[config.mk]
export PLATFORM = sky130hd
export DESIGN_NAME = max_trimmed_moving_average_top
export DESIGN_NICKNAME = d
export VERILOG_FILES = /design/src/hw/rtl/mtma_pkg.sv /design/src/hw/rtl/max_trimmed_moving_average_top.sv /design/src/hw/rtl/mtma_ctrl.sv /design/src/hw/rtl/mtma_dp.sv
export SDC_FILE = /design/constraint.sdc
export NUM_CORES = 1
export LEC_CHECK = 0
export ABC_AREA = 1
export BUFFER_PORTS_ARGS = -buffer_cell sky130_fd_sc_hd__buf_2
export CAP_MARGIN = 30
export CORE_MARGIN = 2
export CORE_UTILIZATION = 45
export DETAILED_ROUTE_END_ITERATION = 16
export GPL_TIMING_DRIVEN = 0
export PLACE_DENSITY = 0.69
export SLEW_MARGIN = 15
export SYNTH_ARGS = -nofsm -noshare
export SYNTH_HDL_FRONTEND = slang
export SYNTH_SLANG_ARGS = --single-unit
[constraint.sdc]
create_clock -name clk -period 5.85 [get_ports clk]
set_input_delay 0.8775 -clock clk [delete_from_list [all_inputs] [get_ports clk]]
set_output_delay 0.8775 -clock clk [all_outputs]
set_load 0.02 [all_outputs]
[src/hw/rtl/mtma_pkg.sv]
`timescale 1ns / 1ps
// shared constants and control types for the trimmed moving average block
package mtma_pkg;

	localparam int RING_DEPTH = 64;
	localparam int IDX_W      = $clog2(RING_DEPTH);
	localparam int BYTE_W     = 8;
	localparam int SAMPLE_W   = 12;
	localparam int WIN_W      = 7;
	localparam int SUM_W      = SAMPLE_W + IDX_W;
	localparam int DCNT_W     = $clog2(SUM_W);

	localparam logic [WIN_W-1:0] WIN_RESET = WIN_W'(30);
	localparam logic [WIN_W-1:0] WIN_MIN   = WIN_W'(2);

	typedef struct packed {
		logic load;
		logic rd;
		logic div_start;
		logic div_step;
		logic out_load;
	} cmd_t;

	typedef struct packed {
		logic rd_last;
		logic div_last;
	} stat_t;

endpackage

[src/hw/rtl/max_trimmed_moving_average_top.sv]
`timescale 1ns / 1ps
// top level of the max-trimmed moving average filter
//
// input channel: in_valid / in_stall with first_byte and second_byte; a word
// is taken at a clock edge with in_valid high and in_stall low
// output channel: out_valid / out_stall with raw_sample and filtered_value
// config: cfg_wr_en with cfg_wr_data writes the window length (reset 30),
// clamped to 2..64; write it only while the block is idle
// each input word gives one output word; no new word is taken until its
// result enters the output register; the pace is set by the ring scan
// over the n entries of the effective window (one entry per cycle over
// one read port) and the 18-step serial divider
// the output register frees the input side: a new word is taken while the
// last result waits under out_stall; its result is held back until then
// reset clears the ring valid bits (entries read as zero), the write
// position and the output valid flag
module max_trimmed_moving_average_top (
	input  logic                           clk,
	input  logic                           arst_n,
	input  logic                           cfg_wr_en,
	input  logic [mtma_pkg::WIN_W-1:0]     cfg_wr_data,
	input  logic                           in_valid,
	output logic                           in_stall,
	input  logic [mtma_pkg::BYTE_W-1:0]    first_byte,
	input  logic [mtma_pkg::BYTE_W-1:0]    second_byte,
	output logic                           out_valid,
	input  logic                           out_stall,
	output logic [mtma_pkg::SAMPLE_W-1:0]  raw_sample,
	output logic [mtma_pkg::SAMPLE_W-1:0]  filtered_value
);
	import mtma_pkg::*;

	cmd_t  cmd;
	stat_t stat;

	mtma_ctrl u_ctrl (
		.clk       (clk),
		.arst_n    (arst_n),
		.in_valid  (in_valid),
		.in_stall  (in_stall),
		.out_valid (out_valid),
		.out_stall (out_stall),
		.stat      (stat),
		.cmd       (cmd)
	);

	mtma_dp u_dp (
		.clk            (clk),
		.arst_n         (arst_n),
		.cfg_wr_en      (cfg_wr_en),
		.cfg_wr_data    (cfg_wr_data),
		.first_byte     (first_byte),
		.second_byte    (second_byte),
		.cmd            (cmd),
		.stat           (stat),
		.raw_sample     (raw_sample),
		.filtered_value (filtered_value)
	);

	a_load_on_accept: assert property (@(posedge clk) disable iff (!arst_n)
		cmd.load |-> (in_valid && !in_stall))
		else $error("ring load without an accepted word");

	a_busy_after_accept: assert property (@(posedge clk) disable iff (!arst_n)
		(in_valid && !in_stall) |=> (in_stall && cmd.rd))
		else $error("scan did not start after accept");

	a_no_overwrite: assert property (@(posedge clk) disable iff (!arst_n)
		cmd.out_load |-> !(out_valid && out_stall))
		else $error("output word overwritten while stalled");

	a_one_op: assert property (@(posedge clk) disable iff (!arst_n)
		$onehot0({cmd.load, cmd.rd, cmd.div_start, cmd.div_step, cmd.out_load}))
		else $error("overlapping datapath commands");

endmodule

[src/hw/rtl/mtma_ctrl.sv]
`timescale 1ns / 1ps
// sequencer for ring scan, serial divide and output handoff
module mtma_ctrl (
	input  logic            clk,
	input  logic            arst_n,
	input  logic            in_valid,
	output logic            in_stall,
	output logic            out_valid,
	input  logic            out_stall,
	input  mtma_pkg::stat_t stat,
	output mtma_pkg::cmd_t  cmd
);
	import mtma_pkg::*;

	typedef enum logic [2:0] {
		IDLE,
		SCAN,
		DRAIN,
		PREP,
		DIV,
		DONE
	} state_t;

	state_t state_q;
	logic   out_valid_q;
	logic   out_free;

	assign out_free  = !out_valid_q || !out_stall;
	assign in_stall  = (state_q != IDLE);
	assign out_valid = out_valid_q;

	always_comb begin
		cmd = '0;
		unique case (state_q)
			IDLE:    cmd.load      = in_valid;
			SCAN:    cmd.rd        = 1'b1;
			DRAIN:   cmd           = '0;
			PREP:    cmd.div_start = 1'b1;
			DIV:     cmd.div_step  = 1'b1;
			DONE:    cmd.out_load  = out_free;
			default: cmd           = '0;
		endcase
	end

	always_ff @(posedge clk or negedge arst_n) begin
		if (!arst_n) begin
			state_q     <= IDLE;
			out_valid_q <= 1'b0;
		end else begin
			if (out_valid_q && !out_stall) begin
				out_valid_q <= 1'b0;
			end
			unique case (state_q)
				IDLE: begin
					if (in_valid) begin
						state_q <= SCAN;
					end
				end
				SCAN: begin
					if (stat.rd_last) begin
						state_q <= DRAIN;
					end
				end
				DRAIN:   state_q <= PREP;
				PREP:    state_q <= DIV;
				DIV: begin
					if (stat.div_last) begin
						state_q <= DONE;
					end
				end
				DONE: begin
					if (out_free) begin
						out_valid_q <= 1'b1;
						state_q     <= IDLE;
					end
				end
				default: state_q <= IDLE;
			endcase
		end
	end

endmodule

[src/hw/rtl/mtma_dp.sv]
`timescale 1ns / 1ps
// sample ring, window accumulator, serial divider and output register
module mtma_dp (
	input  logic                           clk,
	input  logic                           arst_n,
	input  logic                           cfg_wr_en,
	input  logic [mtma_pkg::WIN_W-1:0]     cfg_wr_data,
	input  logic [mtma_pkg::BYTE_W-1:0]    first_byte,
	input  logic [mtma_pkg::BYTE_W-1:0]    second_byte,
	input  mtma_pkg::cmd_t                 cmd,
	output mtma_pkg::stat_t                stat,
	output logic [mtma_pkg::SAMPLE_W-1:0]  raw_sample,
	output logic [mtma_pkg::SAMPLE_W-1:0]  filtered_value
);
	import mtma_pkg::*;

	logic [WIN_W-1:0]    win_q;
	logic [IDX_W-1:0]    nm1;
	logic [IDX_W-1:0]    wp_q;
	logic [RING_DEPTH-1:0] valid_q;
	logic [SAMPLE_W-1:0] mem [RING_DEPTH];
	logic [SAMPLE_W-1:0] sample;
	logic [SAMPLE_W-1:0] sample_q;
	logic [IDX_W-1:0]    rd_addr_q;
	logic                rd_s1;
	logic [SAMPLE_W-1:0] rd_data_s1;
	logic                rd_valid_s1;
	logic [SAMPLE_W-1:0] word;
	logic [SUM_W-1:0]    sum_q;
	logic [SAMPLE_W-1:0] max_q;
	logic [SUM_W-1:0]    quot_q;
	logic [IDX_W-1:0]    rem_q;
	logic [IDX_W:0]      rem_sh;
	logic                q_bit;
	logic [DCNT_W-1:0]   div_cnt_q;
	logic [SAMPLE_W-1:0] raw_q;
	logic [SAMPLE_W-1:0] filt_q;

	// effective window minus one, clamped to the ring
	always_comb begin
		if (win_q < WIN_MIN) begin
			nm1 = IDX_W'(1);
		end else if (32'(win_q) > RING_DEPTH) begin
			nm1 = IDX_W'(RING_DEPTH - 1);
		end else begin
			nm1 = IDX_W'(win_q - WIN_W'(1));
		end
	end

	assign sample = {first_byte[5:0], second_byte[7:2]};
	assign word   = rd_valid_s1 ? rd_data_s1 : '0;
	assign rem_sh = {rem_q, quot_q[SUM_W-1]};
	assign q_bit  = (rem_sh >= {1'b0, nm1});

	assign stat.rd_last  = (rd_addr_q == nm1);
	assign stat.div_last = (div_cnt_q == DCNT_W'(SUM_W - 1));

	assign raw_sample     = raw_q;
	assign filtered_value = filt_q;

	always_ff @(posedge clk or negedge arst_n) begin
		if (!arst_n) begin
			win_q   <= WIN_RESET;
			wp_q    <= '0;
			valid_q <= '0;
			rd_s1   <= 1'b0;
		end else begin
			if (cfg_wr_en) begin
				win_q <= cfg_wr_data;
			end
			if (cmd.load) begin
				valid_q[wp_q] <= 1'b1;
				wp_q          <= (wp_q < nm1) ? wp_q + IDX_W'(1) : '0;
			end
			rd_s1 <= cmd.rd;
		end
	end

	// ring storage
	always_ff @(posedge clk) begin
		if (cmd.load) begin
			mem[wp_q] <= sample;
		end
	end

	always_ff @(posedge clk) begin
		rd_data_s1  <= mem[rd_addr_q];
		rd_valid_s1 <= valid_q[rd_addr_q];
	end

	always_ff @(posedge clk) begin
		if (cmd.load) begin
			sample_q  <= sample;
			rd_addr_q <= '0;
			sum_q     <= '0;
			max_q     <= '0;
		end else begin
			if (cmd.rd && !stat.rd_last) begin
				rd_addr_q <= rd_addr_q + IDX_W'(1);
			end
			if (rd_s1) begin
				sum_q <= sum_q + SUM_W'(word);
				if (word > max_q) begin
					max_q <= word;
				end
			end
		end
	end

	// restoring divide, one quotient bit per cycle
	always_ff @(posedge clk) begin
		if (cmd.div_start) begin
			quot_q    <= sum_q - SUM_W'(max_q);
			rem_q     <= '0;
			div_cnt_q <= '0;
		end else if (cmd.div_step) begin
			quot_q    <= {quot_q[SUM_W-2:0], q_bit};
			rem_q     <= q_bit ? IDX_W'(rem_sh - {1'b0, nm1}) : rem_sh[IDX_W-1:0];
			div_cnt_q <= div_cnt_q + DCNT_W'(1);
		end
	end

	always_ff @(posedge clk) begin
		if (cmd.out_load) begin
			raw_q  <= sample_q;
			filt_q <= quot_q[SAMPLE_W-1:0];
		end
	end

endmodule
* After elaboration in Yosys (flattened, before gate mapping)
Memories as Yosys holds them, arrays and structs flattened. A register that Yosys moved wholly into a read port is not among the register bits.
Cells that the tools add are included.
** Storage, ports and cells
- Input port bits :: 28
- Bits in registers :: 184
- Memories kept :: 1
- Bits in writable memories :: 768
** Operators by class
- Reduce and logical (&&, ||, !) cells :: 12
- Magnitude comparators :: 8
- Bitwise logic cells :: 1
- Mux-type cells :: 26
- Eq/ne operators :: 11
- Add/sub/neg operators :: 7
** Memory list
- u_dp.mem :: depth 64, bits a word 12, read ports 1, clocked after Yosys merged registers in 1, wr ports 1, RTL line mtma_dp.sv:21 : logic [SAMPLE_W-1:0] mem [RING_DEPTH];
** Operators by type and width (count)
- 64-bit bitwise OR :: 1
- 18-bit 2-to-1 mux :: 2
- 6-bit 2-to-1 mux :: 4
- 18-bit by 12-bit adder with 18-bit output :: 1
- 3-bit case mux with 6 select lines :: 1
- 18-bit by 12-bit subtractor with 18-bit output :: 1
- 6-bit by 7-bit < comparator with 1-bit output (second input constant) :: 2
- 6-bit by 1-bit adder with 6-bit output (second input constant) :: 2
- 12-bit greater-than comparator :: 1
- 1-bit 2-to-1 mux :: 12
- 12-bit 2-to-1 mux :: 1
- 3-bit 2-to-1 mux :: 4
- 7-bit by 6-bit greater-or-equal comparator with 1-bit output :: 1
- 7-bit greater-than comparator (second input constant) :: 1
- 7-bit by 2-bit < comparator with 1-bit output (second input constant) :: 1
- 1-bit binary-select mux with 6-bit select :: 1
- 1-bit demux with 6-bit select :: 1
- 3-bit by 2-bit == test with 1-bit output (second input constant) :: 2
- 3-bit == test (second input constant) :: 2
- 6-bit == test :: 1
- 6-bit by 1-bit greater-or-equal comparator with 1-bit output (second input constant) :: 1
- 6-bit < comparator :: 1
- 6-bit by 1-bit subtractor with 6-bit output (second input constant) :: 1
- 6-bit subtractor :: 1
- other kinds (13) :: 19

* Longest topological paths before layout
- Depth after elaboration :: 6
- Mapped depth :: 19
- Depth with buffers taken out :: 19

* By module
From an unflattened synthesis, not the netlist that was laid out.
** Second synthesis, totals
- Cell total of the unflattened synthesis :: 3343
- Area total of the unflattened synthesis :: 39968.3 µm²
** By module, submodules not included
- mtma_dp :: times used 1, seq. area each 27841.7 µm², cells an instance 3298, area each 39688.1 µm²
- mtma_ctrl :: times used 1, seq. area each 100.1 µm², cells an instance 45, area each 280.3 µm²

* Worst setup path after synthesis
No wires, ideal clock.
- Path kind :: input-to-reg
- Start :: in in_valid
- End :: mem u_dp.mem[47][0], enable pin
- Setup slack :: 3162 ps
- Stages :: 6
- Library setup time :: 398 ps
- Arrival :: 2290 ps
- Buffers on the path :: 0
- Cells stage by stage :: inv_1 nor2_8 inv_4 nor2_1 inv_1 nor3_1
** Between the ends
- Word-level cells in the longest chain between the ends :: 3
** Ends and longest elaborated chain
- start, declared :: RTL line max_trimmed_moving_average_top.sv:22 : input logic in_valid,
- 1-bit 2-to-1 mux :: RTL line mtma_ctrl.sv:34 : unique case (state_q)
- 1-bit 2-to-1 mux :: RTL line mtma_dp.sv:81 : if (cmd.load) begin
- 1-bit 2-to-1 mux (not written as such) :: RTL line mtma_dp.sv:82 : mem[wp_q] <= sample;
- end, declared :: RTL line mtma_dp.sv:21
Every way passes these cells.

==> flow_summary.ini <==
[global_route]
grt_pass1_wl_um = 188000
antenna_found_initial = 3
grt_pass1_vias = 27022
groute.usage.overall = 0.293
gr-total-overflow = 0
grt_max_degree = 66

[floorplanning]
die_w_um = 301
rows = 109
core_area_um2 = 88000
dieArea_um2 = 90800
initial_core_util = 0.452
num_io_pins = 54
die_h_um = 301

[placed_design]
io_buffers = 49
place.gp.congestion = 1.02
place_hpwl_um = 92100
post-place-cells = 4587

[timing]
setup_viol = 0
fin_crit_sh = 0.579
tightest_slew_ns = 1.06
fin_hold_ws_ns = 0.151
min_period_ns = 3.39
rsz0062_at_grt = false
tns_ns = 0
slew_violations = 0
hold_violations = 0
relSlewSlack = 0.291
fin_worst_skew_ns = 0.0800
fmax_mhz = 295

[setup_path]
r2r-start = u_dp.rd_addr_q[1]
r2r_cells = 10
cp_data_required_time_ns = 6.47
end_kind = register
arrival_ns = 4.01
path_class = reg -> reg
r2r_slack_ns = 2.46
crit_fanout = 10
cp-start-kind = register
worstReg2RegEnd = u_dp.rd_data_s1[6]

[detailed_routing]
drtIter0Drc = 4915
ant_nets = 0
num_vias = 29193
totalWireLength_um = 135000
wl_per_cell_um = 28.3
drc = 0
avgViaCountPerCell = 6.12
drt_first_pass_iters = 6

[clock_tree]
cts_htree_levels = 3
insertion_delay_ns = 0.69
cts_resized = 0
root_buffer = clkbuf_16
cts_made_buffers = 98
cts_tree = yes
clockBufferDepth = 3
cts_setup_buffers = 0
hold_buffers = 0
clock-sinks = 964
clk_pin_slew_ns = 0.06

[logic_synthesis]
syn_nets = 3389
synth_most_common_cell = edfxtp_1
synth_area_um2 = 39800
ys_seq_area_frac = 0.703
yosysTopAreaCell = edfxtp_1
synth_top_area_frac = 0.621
ys_ff_latch = 964
ys_top_cells_by_count = 822 x edfxtp_1, 516 x nor2_1, 500 x o21ai_0
yosys-top-cells-area = edfxtp_1 62%, o21ai_0 6.3%, dfrtp_1 4.9%
yosysWarnings = 0
async_flop_share = 0.0851
synth_edf_count = 822
netlist_instances = 3306
synth_cell_type_count = 55
syn_area_per_cell_um2 = 12.0
synthFlopType = edfxtp_1

[final_layout]
seq_area_um2 = 27900
drive_above_1_share = 0.129
areaGrowthSynthToFinish_pct = 15.4
instances_no_fill = 4773
multi_input_area_um2 = 10500
nNetsFinal = 3606
n_fill_cell = 7325

[pwr]
leakage_uw = 0.0161
max-vdd-ir-drop_uv = 400
p_per_area_nw_per_um2 = 510

[hold_path]
hp-class = in -> async

[flow_run]
maxCapViolCount = 0

[status]
status = finished, final reports clean
-- power breakdown --
part | leakage, µW | internal [µW] | total [µW] | switching [µW]
sequential | 0.00885 | 7930 | 8150 | 218
combinational | 0.00565 | 2270 | 8900 | 6620
clock | 0.00160 | 3650 | 6350 | 2700
total | 0.0161 | 13900 | 23400 | 9540
-- stage by stage --
step                utilization  total power (µW)  setup slack, ns  instance area, µm²
floorplan                     -             13100             3.16               39800
global placement          0.471             16500             1.44               41500
detailed placement        0.484             16800             2.72               42600
CTS                       0.521             23000             2.72               45900
global route              0.522             24100             2.51               45900
finish                    0.522             23400             2.46               45900
-- critical path: stages, from the launching register on --
cell	delay, ns
dfxtp_1	0.32
buf_4	0.18
inv_2	0.23
buf_4	0.33
clkbuf_1	0.46
o21ai_0	0.22
o221ai_1	0.61
nand3_1	0.36
nand4_1	0.38
nand3_1	0.11
nand2_1	0.09
-- cell type report --
class	instances	share of cell area
sequential	964	0.609
inverter	144	0.0119
multi-input combinational	1999	0.229
timing repair buffer	117	0.0266
tap	1165	0.0318
clock buffer	126	0.0584
buffer	199	0.0206
clock inverter	58	0.0127
antenna	1	0.0000545
-- flip-flops by register name (all words and copies together) (netlist names) --
| name | flops |
|---|---|
| u_dp.win_q | 7 |
| u_dp.div_cnt_q | 5 |
| u_dp.max_q | 12 |
| u_dp.rd_data_s1 | 12 |
| u_dp.mem | 768 |
| u_ctrl.out_valid | 1 |
| u_dp.valid_q | 64 |
| u_dp.quot_q | 18 |
| u_dp.raw_sample | 12 |
| u_dp.rd_s1 | 1 |
| u_dp.rem_q | 6 |
| u_ctrl.state_q | 3 |
| u_dp.wp_q | 6 |
| u_dp.rd_valid_s1 | 1 |
| u_dp.filtered_value | 12 |
| u_dp.sum_q | 18 |
| u_dp.rd_addr_q | 6 |
| u_dp.sample_q | 12 |
-- how the worst max path moves through the flow --
stage,start,to
after floorplan,in_valid,u_dp.mem[47][0]
after global placement,in_valid,u_dp.mem[47][10]
after detailed placement,u_dp.rd_addr_q[1],u_dp.rd_data_s1[6]
after CTS,u_dp.rd_addr_q[1],u_dp.rd_data_s1[6]
after global routing,u_dp.win_q[1],u_dp.quot_q[0]
final,u_dp.rd_addr_q[1],u_dp.rd_data_s1[6]
-- cell usage in the layout (no fill, tap or decap), types with 5 or more instances in the layout --
cell type	instances
nor3_1	9
o22ai_1	123
inv_1	136
o21ai_1	7
o221ai_1	76
buf_2	82
o211ai_1	23
a21oi_1	90
edfxtp_1	822
dfrtp_1	78
bufinv_16	9
clkinv_1	20
clkbuf_1	132
nand4_1	56
buf_8	44
nand2_1	291
clkbuf_8	6
o21bai_1	12
o21ai_0	500
clkbuf_4	5
buf_1	14
clkbuf_16	100
or2_2	34
a31oi_1	13
dfxtp_1	60
nand3_1	127
xor2_1	13
xnor2_1	10
buf_4	21
buf_6	35
ha_1	52
nor2_2	67
or2_1	5
nor2_1	455
inv_2	5
clkinv_2	16
-- metal layers --
| metal | global-route usage | part of all wire | vias up |
|---|---|---|---|
| li1 | - | - | 12518 |
| met3 | 0.0864 | 0.14 | 454 |
| met5 | 0 | 0.00020 | - |
| met4 | 0.174 | 0.071 | 4 |
| met2 | 0.437 | 0.43 | 2155 |
| met1 | 0.380 | 0.36 | 14062 |
-- cell families after synthesis --
group / share of synthesized area
xor gates and xnor gates: 0.00507
buffers and inverters: 0.0375
AOI/OAI and AO/OA: 0.123
adders and majority gates: 0.0179
and+or+nand+nor: 0.114
DFF: 0.703
(Power assumes the default switching activity.)
